File: src/adsr_pkg.sv
// adsr_pkg: widths, reset values, op codes, register indexes and the divider request
// type shared by the envelope generator top level and its serial divider
// no dependencies
package adsr_pkg;

    localparam int TIME_BITS_DEF = 32;
    localparam int IN_TIME_W     = 32;
    localparam int TICK_W        = 24;
    localparam int LEVEL_W       = 16;
    localparam int PROD_W        = TICK_W + LEVEL_W;
    localparam int QUO_W         = LEVEL_W;
    localparam int CNT_W         = $clog2(QUO_W);
    localparam int OP_W          = 2;
    localparam int CFG_IDX_W     = 3;
    localparam int CFG_DATA_W    = TICK_W;

    typedef logic [OP_W-1:0]      op_t;
    typedef logic [CFG_IDX_W-1:0] cfg_idx_t;

    localparam op_t OP_SAMPLE   = 2'd0;
    localparam op_t OP_NOTE_ON  = 2'd1;
    localparam op_t OP_NOTE_OFF = 2'd2;

    localparam cfg_idx_t REG_ATTACK  = 3'd0;
    localparam cfg_idx_t REG_DECAY   = 3'd1;
    localparam cfg_idx_t REG_SUSTAIN = 3'd2;
    localparam cfg_idx_t REG_RELEASE = 3'd3;
    localparam cfg_idx_t REG_START   = 3'd4;

    localparam logic [TICK_W-1:0]  ATTACK_RST  = 24'd0;
    localparam logic [TICK_W-1:0]  DECAY_RST   = 24'd4410;
    localparam logic [LEVEL_W-1:0] SUSTAIN_RST = 16'd32768;
    localparam logic [TICK_W-1:0]  RELEASE_RST = 24'd4410;
    localparam logic [LEVEL_W-1:0] START_RST   = 16'd32768;

    // levels at or below this read as silence
    localparam logic [LEVEL_W-1:0] FLOOR_LEVEL = 16'd3;
    localparam logic [LEVEL_W-1:0] LEVEL_MAX   = 16'hFFFF;

    typedef struct packed {
        logic                start;
        logic [PROD_W-1:0]   dividend;
        logic [TICK_W-1:0]   divisor;
    } div_req_t;

endpackage

File: src/adsr_div.sv
// adsr_div: restoring serial divider, one quotient bit per cycle, one shared
// subtract and compare; assumes the quotient fits in QUO_W bits
// depends on adsr_pkg
module adsr_div
    import adsr_pkg::*;
(
    input  logic             clk,
    input  logic             rst_n,
    input  div_req_t         req,
    output logic             done,
    output logic [QUO_W-1:0] quotient
);

    logic [TICK_W-1:0] rem_reg;
    logic [QUO_W-1:0]  num_reg;
    logic [TICK_W-1:0] div_reg;
    logic [CNT_W-1:0]  cnt_reg;
    logic              busy_reg;
    logic              done_reg;

    logic [TICK_W:0]   trial;
    logic [TICK_W:0]   trial_sub;
    logic              fits;

    assign trial     = {rem_reg, num_reg[QUO_W-1]};
    assign trial_sub = trial - {1'b0, div_reg};
    assign fits      = trial >= {1'b0, div_reg};

    always_ff @(posedge clk or negedge rst_n)
    begin
        if (!rst_n)
        begin
            busy_reg <= 1'b0;
            done_reg <= 1'b0;
            cnt_reg  <= '0;
        end
        else
        begin
            done_reg <= 1'b0;
            if (req.start)
            begin
                busy_reg <= 1'b1;
                cnt_reg  <= '0;
            end
            else if (busy_reg)
            begin
                cnt_reg <= cnt_reg + 1'b1;
                if (cnt_reg == CNT_W'(QUO_W - 1))
                begin
                    busy_reg <= 1'b0;
                    done_reg <= 1'b1;
                end
            end
        end
    end

    // payload: remainder, dividend bits shifting out, quotient bits shifting in
    always_ff @(posedge clk)
    begin
        if (req.start)
        begin
            rem_reg <= req.dividend[PROD_W-1:QUO_W];
            num_reg <= req.dividend[QUO_W-1:0];
            div_reg <= req.divisor;
        end
        else if (busy_reg)
        begin
            rem_reg <= fits ? trial_sub[TICK_W-1:0] : trial[TICK_W-1:0];
            num_reg <= {num_reg[QUO_W-2:0], fits};
        end
    end

    assign done     = done_reg;
    assign quotient = num_reg;

endmodule

File: src/adsr_envelope_generator_top.sv
// adsr_envelope_generator_top: linear attack, decay, sustain, release envelope
// with a shared multiplier and serial divider under a small sequencer
// depends on adsr_pkg and adsr_div
//
//   channel  | signals                              | direction
//   ---------+--------------------------------------+----------
//   input    | in_valid, in_ready, op, time_ticks   | in
//   output   | out_valid, out_ready, amplitude      | out
//   config   | cfg_wr_en, cfg_index, cfg_data       | in
//
// a ramp item passes from its input transaction through the diff, select, multiply,
// divider start, divide and finish states, the serial divider giving one quotient
// bit per cycle (QUO_W = 16); a sustain or silent item goes from select to finish
// in_ready is high only while the sequencer is idle; a finished result waits
// in the output register and the sequencer holds it until out_ready frees that
// register; reset restores the register defaults and clears gate and note times
module adsr_envelope_generator_top
    import adsr_pkg::*;
#(
    parameter int TIME_BITS = TIME_BITS_DEF
)
(
    input  logic                  clk,
    input  logic                  rst_n,
    input  logic                  in_valid,
    output logic                  in_ready,
    input  logic [OP_W-1:0]       op,
    input  logic [IN_TIME_W-1:0]  time_ticks,
    output logic                  out_valid,
    input  logic                  out_ready,
    output logic [LEVEL_W-1:0]    amplitude,
    input  logic                  cfg_wr_en,
    input  logic [CFG_IDX_W-1:0]  cfg_index,
    input  logic [CFG_DATA_W-1:0] cfg_data
);

    localparam int CMP_W = (TIME_BITS > TICK_W + 1) ? TIME_BITS : TICK_W + 1;

    typedef enum logic [2:0] {
        S_IDLE,
        S_DIFF,
        S_SEL,
        S_MUL,
        S_START,
        S_DIV,
        S_FIN
    } state_t;

    state_t state_reg;

    logic [TICK_W-1:0]  attack_reg;
    logic [TICK_W-1:0]  decay_reg;
    logic [LEVEL_W-1:0] sustain_reg;
    logic [TICK_W-1:0]  release_reg;
    logic [LEVEL_W-1:0] start_reg;

    logic                 gate_reg;
    logic [TIME_BITS-1:0] on_time_reg;
    logic [TIME_BITS-1:0] off_time_reg;
    logic [TIME_BITS-1:0] t_reg;
    logic [TIME_BITS-1:0] diff_reg;

    logic [TICK_W-1:0]  mul_a_reg;
    logic [LEVEL_W-1:0] mul_b_reg;
    logic [TICK_W-1:0]  divisor_reg;
    logic [LEVEL_W-1:0] base_reg;
    logic               sub_reg;
    logic               bypass_reg;
    logic [LEVEL_W-1:0] value_reg;
    logic [PROD_W-1:0]  prod_reg;

    logic               out_valid_reg;
    logic [LEVEL_W-1:0] amplitude_reg;

    logic [TIME_BITS+IN_TIME_W-1:0] t_wide;
    logic [TIME_BITS-1:0]           t_in;
    logic [CMP_W-1:0]               diff_ext;
    logic [TICK_W:0]                ad_sum;
    logic [TICK_W-1:0]              decay_pos;
    logic                           in_attack;
    logic                           in_decay;
    logic                           rel_done;

    logic               sel_bypass;
    logic [LEVEL_W-1:0] sel_value;
    logic [TICK_W-1:0]  sel_mul_a;
    logic [LEVEL_W-1:0] sel_mul_b;
    logic [TICK_W-1:0]  sel_div;
    logic [LEVEL_W-1:0] sel_base;
    logic               sel_sub;

    div_req_t           div_req;
    logic               div_done;
    logic [QUO_W-1:0]   div_quo;

    logic [LEVEL_W:0]   raw_sum;
    logic [LEVEL_W:0]   raw;
    logic [LEVEL_W-1:0] result;

    // time is taken modulo 2^TIME_BITS
    assign t_wide = {{TIME_BITS{1'b0}}, time_ticks};
    assign t_in   = t_wide[TIME_BITS-1:0];

    assign diff_ext  = CMP_W'(diff_reg);
    assign ad_sum    = {1'b0, attack_reg} + {1'b0, decay_reg};
    assign decay_pos = diff_ext[TICK_W-1:0] - attack_reg;
    assign in_attack = (attack_reg != '0) && (diff_ext <= CMP_W'(attack_reg));
    assign in_decay  = (decay_reg != '0) && (diff_ext <= CMP_W'(ad_sum));
    assign rel_done  = diff_ext >= CMP_W'(release_reg);

    // phase select
    always_comb
    begin
        sel_bypass = 1'b0;
        sel_value  = '0;
        sel_mul_a  = diff_ext[TICK_W-1:0];
        sel_mul_b  = sustain_reg;
        sel_div    = release_reg;
        sel_base   = sustain_reg;
        sel_sub    = 1'b1;
        if (gate_reg)
        begin
            if (in_attack)
            begin
                sel_mul_b = start_reg;
                sel_div   = attack_reg;
                sel_base  = '0;
                sel_sub   = 1'b0;
            end
            else if (in_decay)
            begin
                sel_mul_a = decay_pos;
                sel_div   = decay_reg;
                sel_base  = start_reg;
                if (sustain_reg >= start_reg)
                begin
                    sel_mul_b = sustain_reg - start_reg;
                    sel_sub   = 1'b0;
                end
                else
                begin
                    sel_mul_b = start_reg - sustain_reg;
                    sel_sub   = 1'b1;
                end
            end
            else
            begin
                sel_bypass = 1'b1;
                sel_value  = sustain_reg;
            end
        end
        else if (rel_done)
        begin
            sel_bypass = 1'b1;
            sel_value  = '0;
        end
    end

    assign div_req.start    = (state_reg == S_START);
    assign div_req.dividend = prod_reg;
    assign div_req.divisor  = divisor_reg;

    adsr_div u_div
    (
        .clk      (clk),
        .rst_n    (rst_n),
        .req      (div_req),
        .done     (div_done),
        .quotient (div_quo)
    );

    // result with silence floor and saturation
    assign raw_sum = sub_reg ? ({1'b0, base_reg} - {1'b0, div_quo})
                             : ({1'b0, base_reg} + {1'b0, div_quo});
    assign raw     = bypass_reg ? {1'b0, value_reg} : raw_sum;

    always_comb
    begin
        if (raw > {1'b0, LEVEL_MAX})
        begin
            result = LEVEL_MAX;
        end
        else if (raw <= {1'b0, FLOOR_LEVEL})
        begin
            result = '0;
        end
        else
        begin
            result = raw[LEVEL_W-1:0];
        end
    end

    // configuration registers
    always_ff @(posedge clk or negedge rst_n)
    begin
        if (!rst_n)
        begin
            attack_reg  <= ATTACK_RST;
            decay_reg   <= DECAY_RST;
            sustain_reg <= SUSTAIN_RST;
            release_reg <= RELEASE_RST;
            start_reg   <= START_RST;
        end
        else if (cfg_wr_en)
        begin
            unique case (cfg_index)
                REG_ATTACK:  attack_reg  <= cfg_data;
                REG_DECAY:   decay_reg   <= cfg_data;
                REG_SUSTAIN: sustain_reg <= cfg_data[LEVEL_W-1:0];
                REG_RELEASE: release_reg <= cfg_data;
                REG_START:   start_reg   <= cfg_data[LEVEL_W-1:0];
                default:     ;
            endcase
        end
    end

    // sequencer, note state and output register
    always_ff @(posedge clk or negedge rst_n)
    begin
        if (!rst_n)
        begin
            state_reg     <= S_IDLE;
            gate_reg      <= 1'b0;
            on_time_reg   <= '0;
            off_time_reg  <= '0;
            out_valid_reg <= 1'b0;
            amplitude_reg <= '0;
        end
        else
        begin
            if (out_valid_reg && out_ready && state_reg != S_FIN)
            begin
                out_valid_reg <= 1'b0;
            end
            unique case (state_reg)
                S_IDLE:
                begin
                    if (in_valid)
                    begin
                        if (op == OP_NOTE_ON)
                        begin
                            on_time_reg <= t_in;
                            gate_reg    <= 1'b1;
                        end
                        else if (op == OP_NOTE_OFF)
                        begin
                            off_time_reg <= t_in;
                            gate_reg     <= 1'b0;
                        end
                        state_reg <= S_DIFF;
                    end
                end
                S_DIFF:  state_reg <= S_SEL;
                S_SEL:   state_reg <= sel_bypass ? S_FIN : S_MUL;
                S_MUL:   state_reg <= S_START;
                S_START: state_reg <= S_DIV;
                S_DIV:
                begin
                    if (div_done)
                    begin
                        state_reg <= S_FIN;
                    end
                end
                S_FIN:
                begin
                    if (!out_valid_reg || out_ready)
                    begin
                        out_valid_reg <= 1'b1;
                        amplitude_reg <= result;
                        state_reg     <= S_IDLE;
                    end
                end
                default: state_reg <= S_IDLE;
            endcase
        end
    end

    // datapath payload
    always_ff @(posedge clk)
    begin
        if (state_reg == S_IDLE && in_valid)
        begin
            t_reg <= t_in;
        end
        if (state_reg == S_DIFF)
        begin
            diff_reg <= t_reg - (gate_reg ? on_time_reg : off_time_reg);
        end
        if (state_reg == S_SEL)
        begin
            mul_a_reg   <= sel_mul_a;
            mul_b_reg   <= sel_mul_b;
            divisor_reg <= sel_div;
            base_reg    <= sel_base;
            sub_reg     <= sel_sub;
            bypass_reg  <= sel_bypass;
            value_reg   <= sel_value;
        end
        if (state_reg == S_MUL)
        begin
            prod_reg <= PROD_W'(mul_a_reg) * PROD_W'(mul_b_reg);
        end
    end

    assign in_ready  = (state_reg == S_IDLE);
    assign out_valid = out_valid_reg;
    assign amplitude = amplitude_reg;

endmodule

File: config.mk
export PLATFORM = sky130hd
export DESIGN_NAME = adsr_envelope_generator_top
export DESIGN_NICKNAME = d
export VERILOG_FILES = /design/src/adsr_pkg.sv /design/src/adsr_div.sv /design/src/adsr_envelope_generator_top.sv
export SDC_FILE = /design/constraint.sdc
export NUM_CORES = 2
export LEC_CHECK = 0
export ABC_AREA = 0
export BUFFER_PORTS_ARGS = -buffer_cell sky130_fd_sc_hd__buf_2
export CORE_ASPECT_RATIO = 1.25
export CORE_MARGIN = 2
export CORE_UTILIZATION = 57
export CTS_BUF_LIST = sky130_fd_sc_hd__clkbuf_4 sky130_fd_sc_hd__clkbuf_8
export CTS_CLUSTER_SIZE = 14
export DETAILED_ROUTE_END_ITERATION = 12
export PLACE_DENSITY = 0.74
export SLEW_MARGIN = 10
export SYNTH_ARGS = -nofsm -noshare
export SYNTH_HDL_FRONTEND = slang
export SYNTH_SLANG_ARGS = --single-unit
File: constraint.sdc
create_clock -name clk -period 7.5 [get_ports clk]
set_clock_uncertainty 0.2 [all_clocks]
set_input_delay 0 -clock clk [delete_from_list [all_inputs] [get_ports clk]]
set_output_delay 0 -clock clk [all_outputs]
set_load 0.05 [all_outputs]
# Word level (Yosys, flattened, before mapping)
# Index checks and enable logic that the tools add are counted.
# op_classes
n_div,0
n_shift,0
mux,48
reduce_logical,24
multipliers,1
n_bitwise,2
order_cmp,7
addsub,9
n_eq_ne,17
# ops
operator,count
$mux 24,9
$mux 16,11
$reduce_bool 24->1,2
$sub 24x24->24,2
$mul 24x16->40,1
$mux 17,2
$ge 32x24->1,1
$le 32x24->1,1
$le 32x25->1,1
$mux 32,1
$sub 16x16->16,2
$sub 32x32->32,1
$add 24x24->25,1
$ge 25x24->1,1
$pmux 3 s7,1
$mux 1,18
$add 16x16->17,1
$gt 17x16->1 const B,1
$le 17x2->1 const B,1
$sub 16x16->17,1
$ge 16x16->1,1
$eq 3x2->1 const B,4
$eq 3x3->1 const B,4
$mux 3,4
other kinds (19),36
# word_totals
ram_bits,0
out_inout_bits,18
register_bits,461
wordCells,135
mem_bits_ro,0
inputBits,66
latch_bits,0
memories,0

# Depth between registers and ports, before layout
# logic_depth
depth_word,8
ltp_mapped,26
mapped_depth_nobuf,25

# Modules after synthesis
# A second synthesis with hierarchy kept.
# unflattened
cells_unflattened,3826
area_unflattened_um2,38702.1
# modules_own_cells
mod,area_each_um2,seq_area_each_um2,cells_each,instances
adsr_envelope_generator_top,34231.6,10812.9,3405,1
adsr_div,4470.5,2072.0,421,1

# Worst setup path before layout
# No wires, ideal clock.
# synth_timing
kind,register to register
from,reg mul_a_reg[5]
to,"reg prod_reg[39], data pin"
t_required_ns,7.040
arrival_time_ns,6.141
path_buffers,1
stages_incl_launch_ff,25
synth_period_minus_slack_ns,6.601
path_slack_ns,0.899
setup_time_ns,0.260
path_cell_list,edfxtp_1 > clkbuf_1 > and2_1 > fa_1 > inv_1 > fa_1 > fa_1 > fa_1 > inv_1 > fa_1 > inv_1 > fa_1 > inv_1 > ha_1 > and4_1 > and3_1 > o221ai_1 > a211oi_1 > o211ai_1 > a31oi_1 > nor2_1 > o21ai_0 > a21o_1 > a21oi_1 > xnor2_1
# synth_via
elab_chain_len,1
# synth_rtl
element,line_no,source
from (decl),adsr_envelope_generator_top.sv:63,logic [TICK_W-1:0] mul_a_reg;
from (signal assigned),adsr_envelope_generator_top.sv:291,mul_a_reg <= sel_mul_a;
$mul 24x16->40,adsr_envelope_generator_top.sv:301,prod_reg <= PROD_W'(mul_a_reg) * PROD_W'(mul_b_reg);
to (signal assigned),adsr_envelope_generator_top.sv:301,
to (decl),adsr_envelope_generator_top.sv:70,logic [PROD_W-1:0] prod_reg;
# Every way passes these cells.
# A chain may end at the register's enable or synchronous reset.

# Worst setup path after layout
# layout_timing
from,reg mul_a_reg[12]
to,"reg prod_reg[36], data pin"
# Same word-level chain as after synthesis.

==> impl_metrics.json <==
{
  "place_area_um2": 39680,
  "seqCellArea_um2": 12890,
  "cap_viol_max_count": 0,
  "die_width_um": 235.3,
  "worst_setup_path_end_kind": "flop",
  "hp-class": "input pin to flop",
  "io_pins": 84,
  "setup_viol": 0,
  "synth_area_leaders": "edfxtp_1 (21%), fa_1 (16%), dfrtp_1 (12%), ha_1 (10%), inv_1 (5.0%)",
  "routedWlPerCell_um": 19.62,
  "ys_dominant_reg_cell": "edfxtp_1",
  "synthCells": 3812,
  "drt-initial-drc-count": 1825,
  "fmax_ghz": 0.1386,
  "synth-edff-count": 266,
  "placed_cells": 4695,
  "required_ps": 7700,
  "grt_first_pass_wirelength_um": 158500,
  "fill_cells": 5287,
  "cts_buffers": 78,
  "critPathArrivalTime_ps": 7410,
  "syn-num-nets": 4506,
  "vias": 28820,
  "final_cells": 5005,
  "synthDistinctLibCells": 89,
  "hpwl_um": 73620,
  "drtPass1Iterations": 5,
  "die_area_um2": 68960,
  "ys_ff_latch": 461,
  "ctsLongestPathBuffers": 3,
  "avgSynthCellArea_um2": 9.998,
  "wl_met3_um": 6816,
  "critPathKind": "flop to flop",
  "insertion_delay_ps": 670,
  "largest_reg_flops": 40,
  "crit_top_cell": "fa_1",
  "status": "completed",
  "crit_chain": "nand2_1, fa_1, inv_1, fa_1, inv_1, fa_1, inv_1, fa_1, fa_1, inv_1, fa_1, inv_1, ha_1, nand3_1, nor2_1, o211ai_1, and3b_1, a21oi_1, and3_1, o221ai_1, o21a_1, o21bai_1, a21oi_1, xnor2_1",
  "path_delay_family": "adder cells",
  "period_share_pct": 96.18,
  "wl_um": 98180,
  "yosysWarnings": 0,
  "period_minus_slack_ps": 7213,
  "fin_area_um2": 43030,
  "fin_setup_tns_ps": 0,
  "die_h_um": 293.1,
  "grt.total_usage_pct": 29.10,
  "async_reset_ff_share_pct": 42.30,
  "antenna_found_initial": 4,
  "avgViaCountPerCell": 5.758,
  "wl_met2_um": 48020,
  "num_rows": 106,
  "cts.sinks": 461,
  "core_region_area_um2": 66580,
  "drc": 0,
  "clkSlewWorstSetupHoldPaths_ps": 70,
  "place_congestion": 0.9535,
  "syn_area_um2": 38110,
  "cts_tree": "done",
  "grt_pass1_vias": 30140,
  "start_kind": "flop",
  "multi_input_area_um2": 22820,
  "slew_viol_final": 0,
  "port_buffers": 83,
  "met1Wirelength_um": 38420,
  "detail-route-antenna-nets": 0,
  "ys_seq_area_share_pct": 33.81,
  "timing.final.ws_setup_ps": 286.8,
  "clock-root-buffer": "clkbuf_8",
  "cpMaxStageDelayCell": "edfxtp_1",
  "finalHoldViolCount": 0,
  "nets": 4768,
  "worstMarginPinSlew_ps": 1122,
  "start_util_pct": 57.24,
  "yosysTopAreaCellShare_pct": 20.96,
  "htree_levels": 3,
  "drive_above_1_share_pct": 11.65,
  "slew_headroom_pct": 25.19,
  "slowest_delay_ps": 770,
  "cp_num_buf_inv": 5,
  "dp_worst_setup_slack_ps": 191.7,
  "synth_area_leader_cell": "edfxtp_1",
  "area_growth_pct": 12.91,
  "dr.max_layer_used": "met5",
  "grt_overflow": 0,
  "grt_max_degree": 73,
  "path_max_fanout": 16
}
## layout make-up
cell class | instances | area share (%)
tap | 864 | 2.512
clock buffer | 116 | 3.390
clock inverter | 29 | 0.5699
timing repair buffer | 319 | 6.138
antenna | 2 | 0.01163
sequential | 461 | 29.95
multi-input combinational | 2710 | 53.04
inverter | 504 | 4.396
## Yosys cell counts, types with 8 or more instances
library cell  count
o21ai_0         192
a21o_1           76
o22ai_1          52
a22oi_1          26
a21oi_1         191
buf_1            12
nand4_1          16
ha_1            315
o21a_1           20
inv_1           503
or3_1            14
o21bai_1         14
nand2_1         455
nand3_1          31
a211oi_1         25
xor2_1           55
dfstp_2          14
dfrtp_1         181
nor4_1           20
edfxtp_1        266
mux2_2          119
a21boi_0          8
nor2b_1          26
nor2_1          166
clkbuf_1        108
o211ai_1          9
and2_1          165
nor3_1           46
and3_1           24
xnor2_1         106
fa_1            313
buf_2            12
nand2b_1         35
a31oi_1          28
mux2i_1          45
## placed cells by master, fill, tap and decap left out, types with 106 or more instances in the layout
cell           netlist  layout
ha_1               315     315
inv_1              503     503
edfxtp_1           266     266
mux2_2             119     119
nand2_1            455     455
fa_1               313     313
xnor2_1            106     106
and2_1             165     164
a21oi_1            191     191
o21ai_0            192     192
nor2_1             166     163
dfrtp_1            181     180
dlygate4sd3_1        0     140
## layer usage
metal | track usage, % | up-vias
met5 | 0 | -
met4 | 13.67 | 2
met3 | 5.346 | 293
met2 | 50.59 | 981
met1 | 35.21 | 14120
li1 | - | 13430
## stage by stage
step                      hold slack, ps  utilization [%]
after global routing               54.72            64.63
final                              65.69            64.63
after detailed placement          -156.0            59.60
after floorplan                   -495.6                -
after CTS                          6.015            64.30
after global placement            -159.7            59.60
## kinds of logic (layout without fill, tap and decap cells)
| logic type | Yosys count | after routing | share of synthesized area, % |
|---|---|---|---|
| DFF | 461 | 461 | 33.81 |
| muxes | 164 | 164 | 4.698 |
| and+or+nand+nor | 1040 | 1040 | 12.90 |
| adders and majority gates | 628 | 628 | 26.78 |
| xor gates and xnor gates | 161 | 161 | 3.700 |
| AOI/OAI and AO/OA | 717 | 717 | 11.69 |
| buffers and inverters | 641 | 968 | 6.422 |
| other | 0 | 2 | 0 |
## worst register-to-register path: stages (launching register included)
cell	delay [ps]
edfxtp_1	770
nand2_1	170
fa_1	570
inv_1	50
fa_1	480
inv_1	50
fa_1	540
inv_1	60
fa_1	460
fa_1	540
inv_1	50
fa_1	520
inv_1	40
ha_1	350
nand3_1	200
nor2_1	180
o211ai_1	110
and3b_1	280
a21oi_1	280
and3_1	200
o221ai_1	150
o21a_1	260
o21bai_1	160
a21oi_1	110
xnor2_1	150
## worst paths after layout
| kind | to | slack (ps) | cells past startpoint | start |
|---|---|---|---|---|
| worst max-delay path | prod_reg[36] | 290 | 24 | mul_a_reg[12] |
| worst min-delay path | attack_reg[9] | 70 | 4 | cfg_data[9] |
| worst max register to register | prod_reg[36] | 290 | 24 | mul_a_reg[12] |
| worst min register to register | u_div.div_reg[4] | 210 | 0 | divisor_reg[4] |
| max in group asynchronous | decay_reg[21] | 5900 | 4 | rst_n |
| min in group asynchronous | release_reg[3] | 240 | 3 | rst_n |
## timing repair
| item | 4_1_cts | 5_1_grt |
|---|---|---|
| buffers inserted | 0 | 22 |
| hold buffers | 141 | 0 |
| resized for setup | 0 | 0 |
| hold endpoints to repair | 435 | 0 |
| setup endpoints to repair | 0 | 5 |
Power is not shown: default switching activity piles up to over one toggle a cycle in this logic, so the estimate is an artifact.
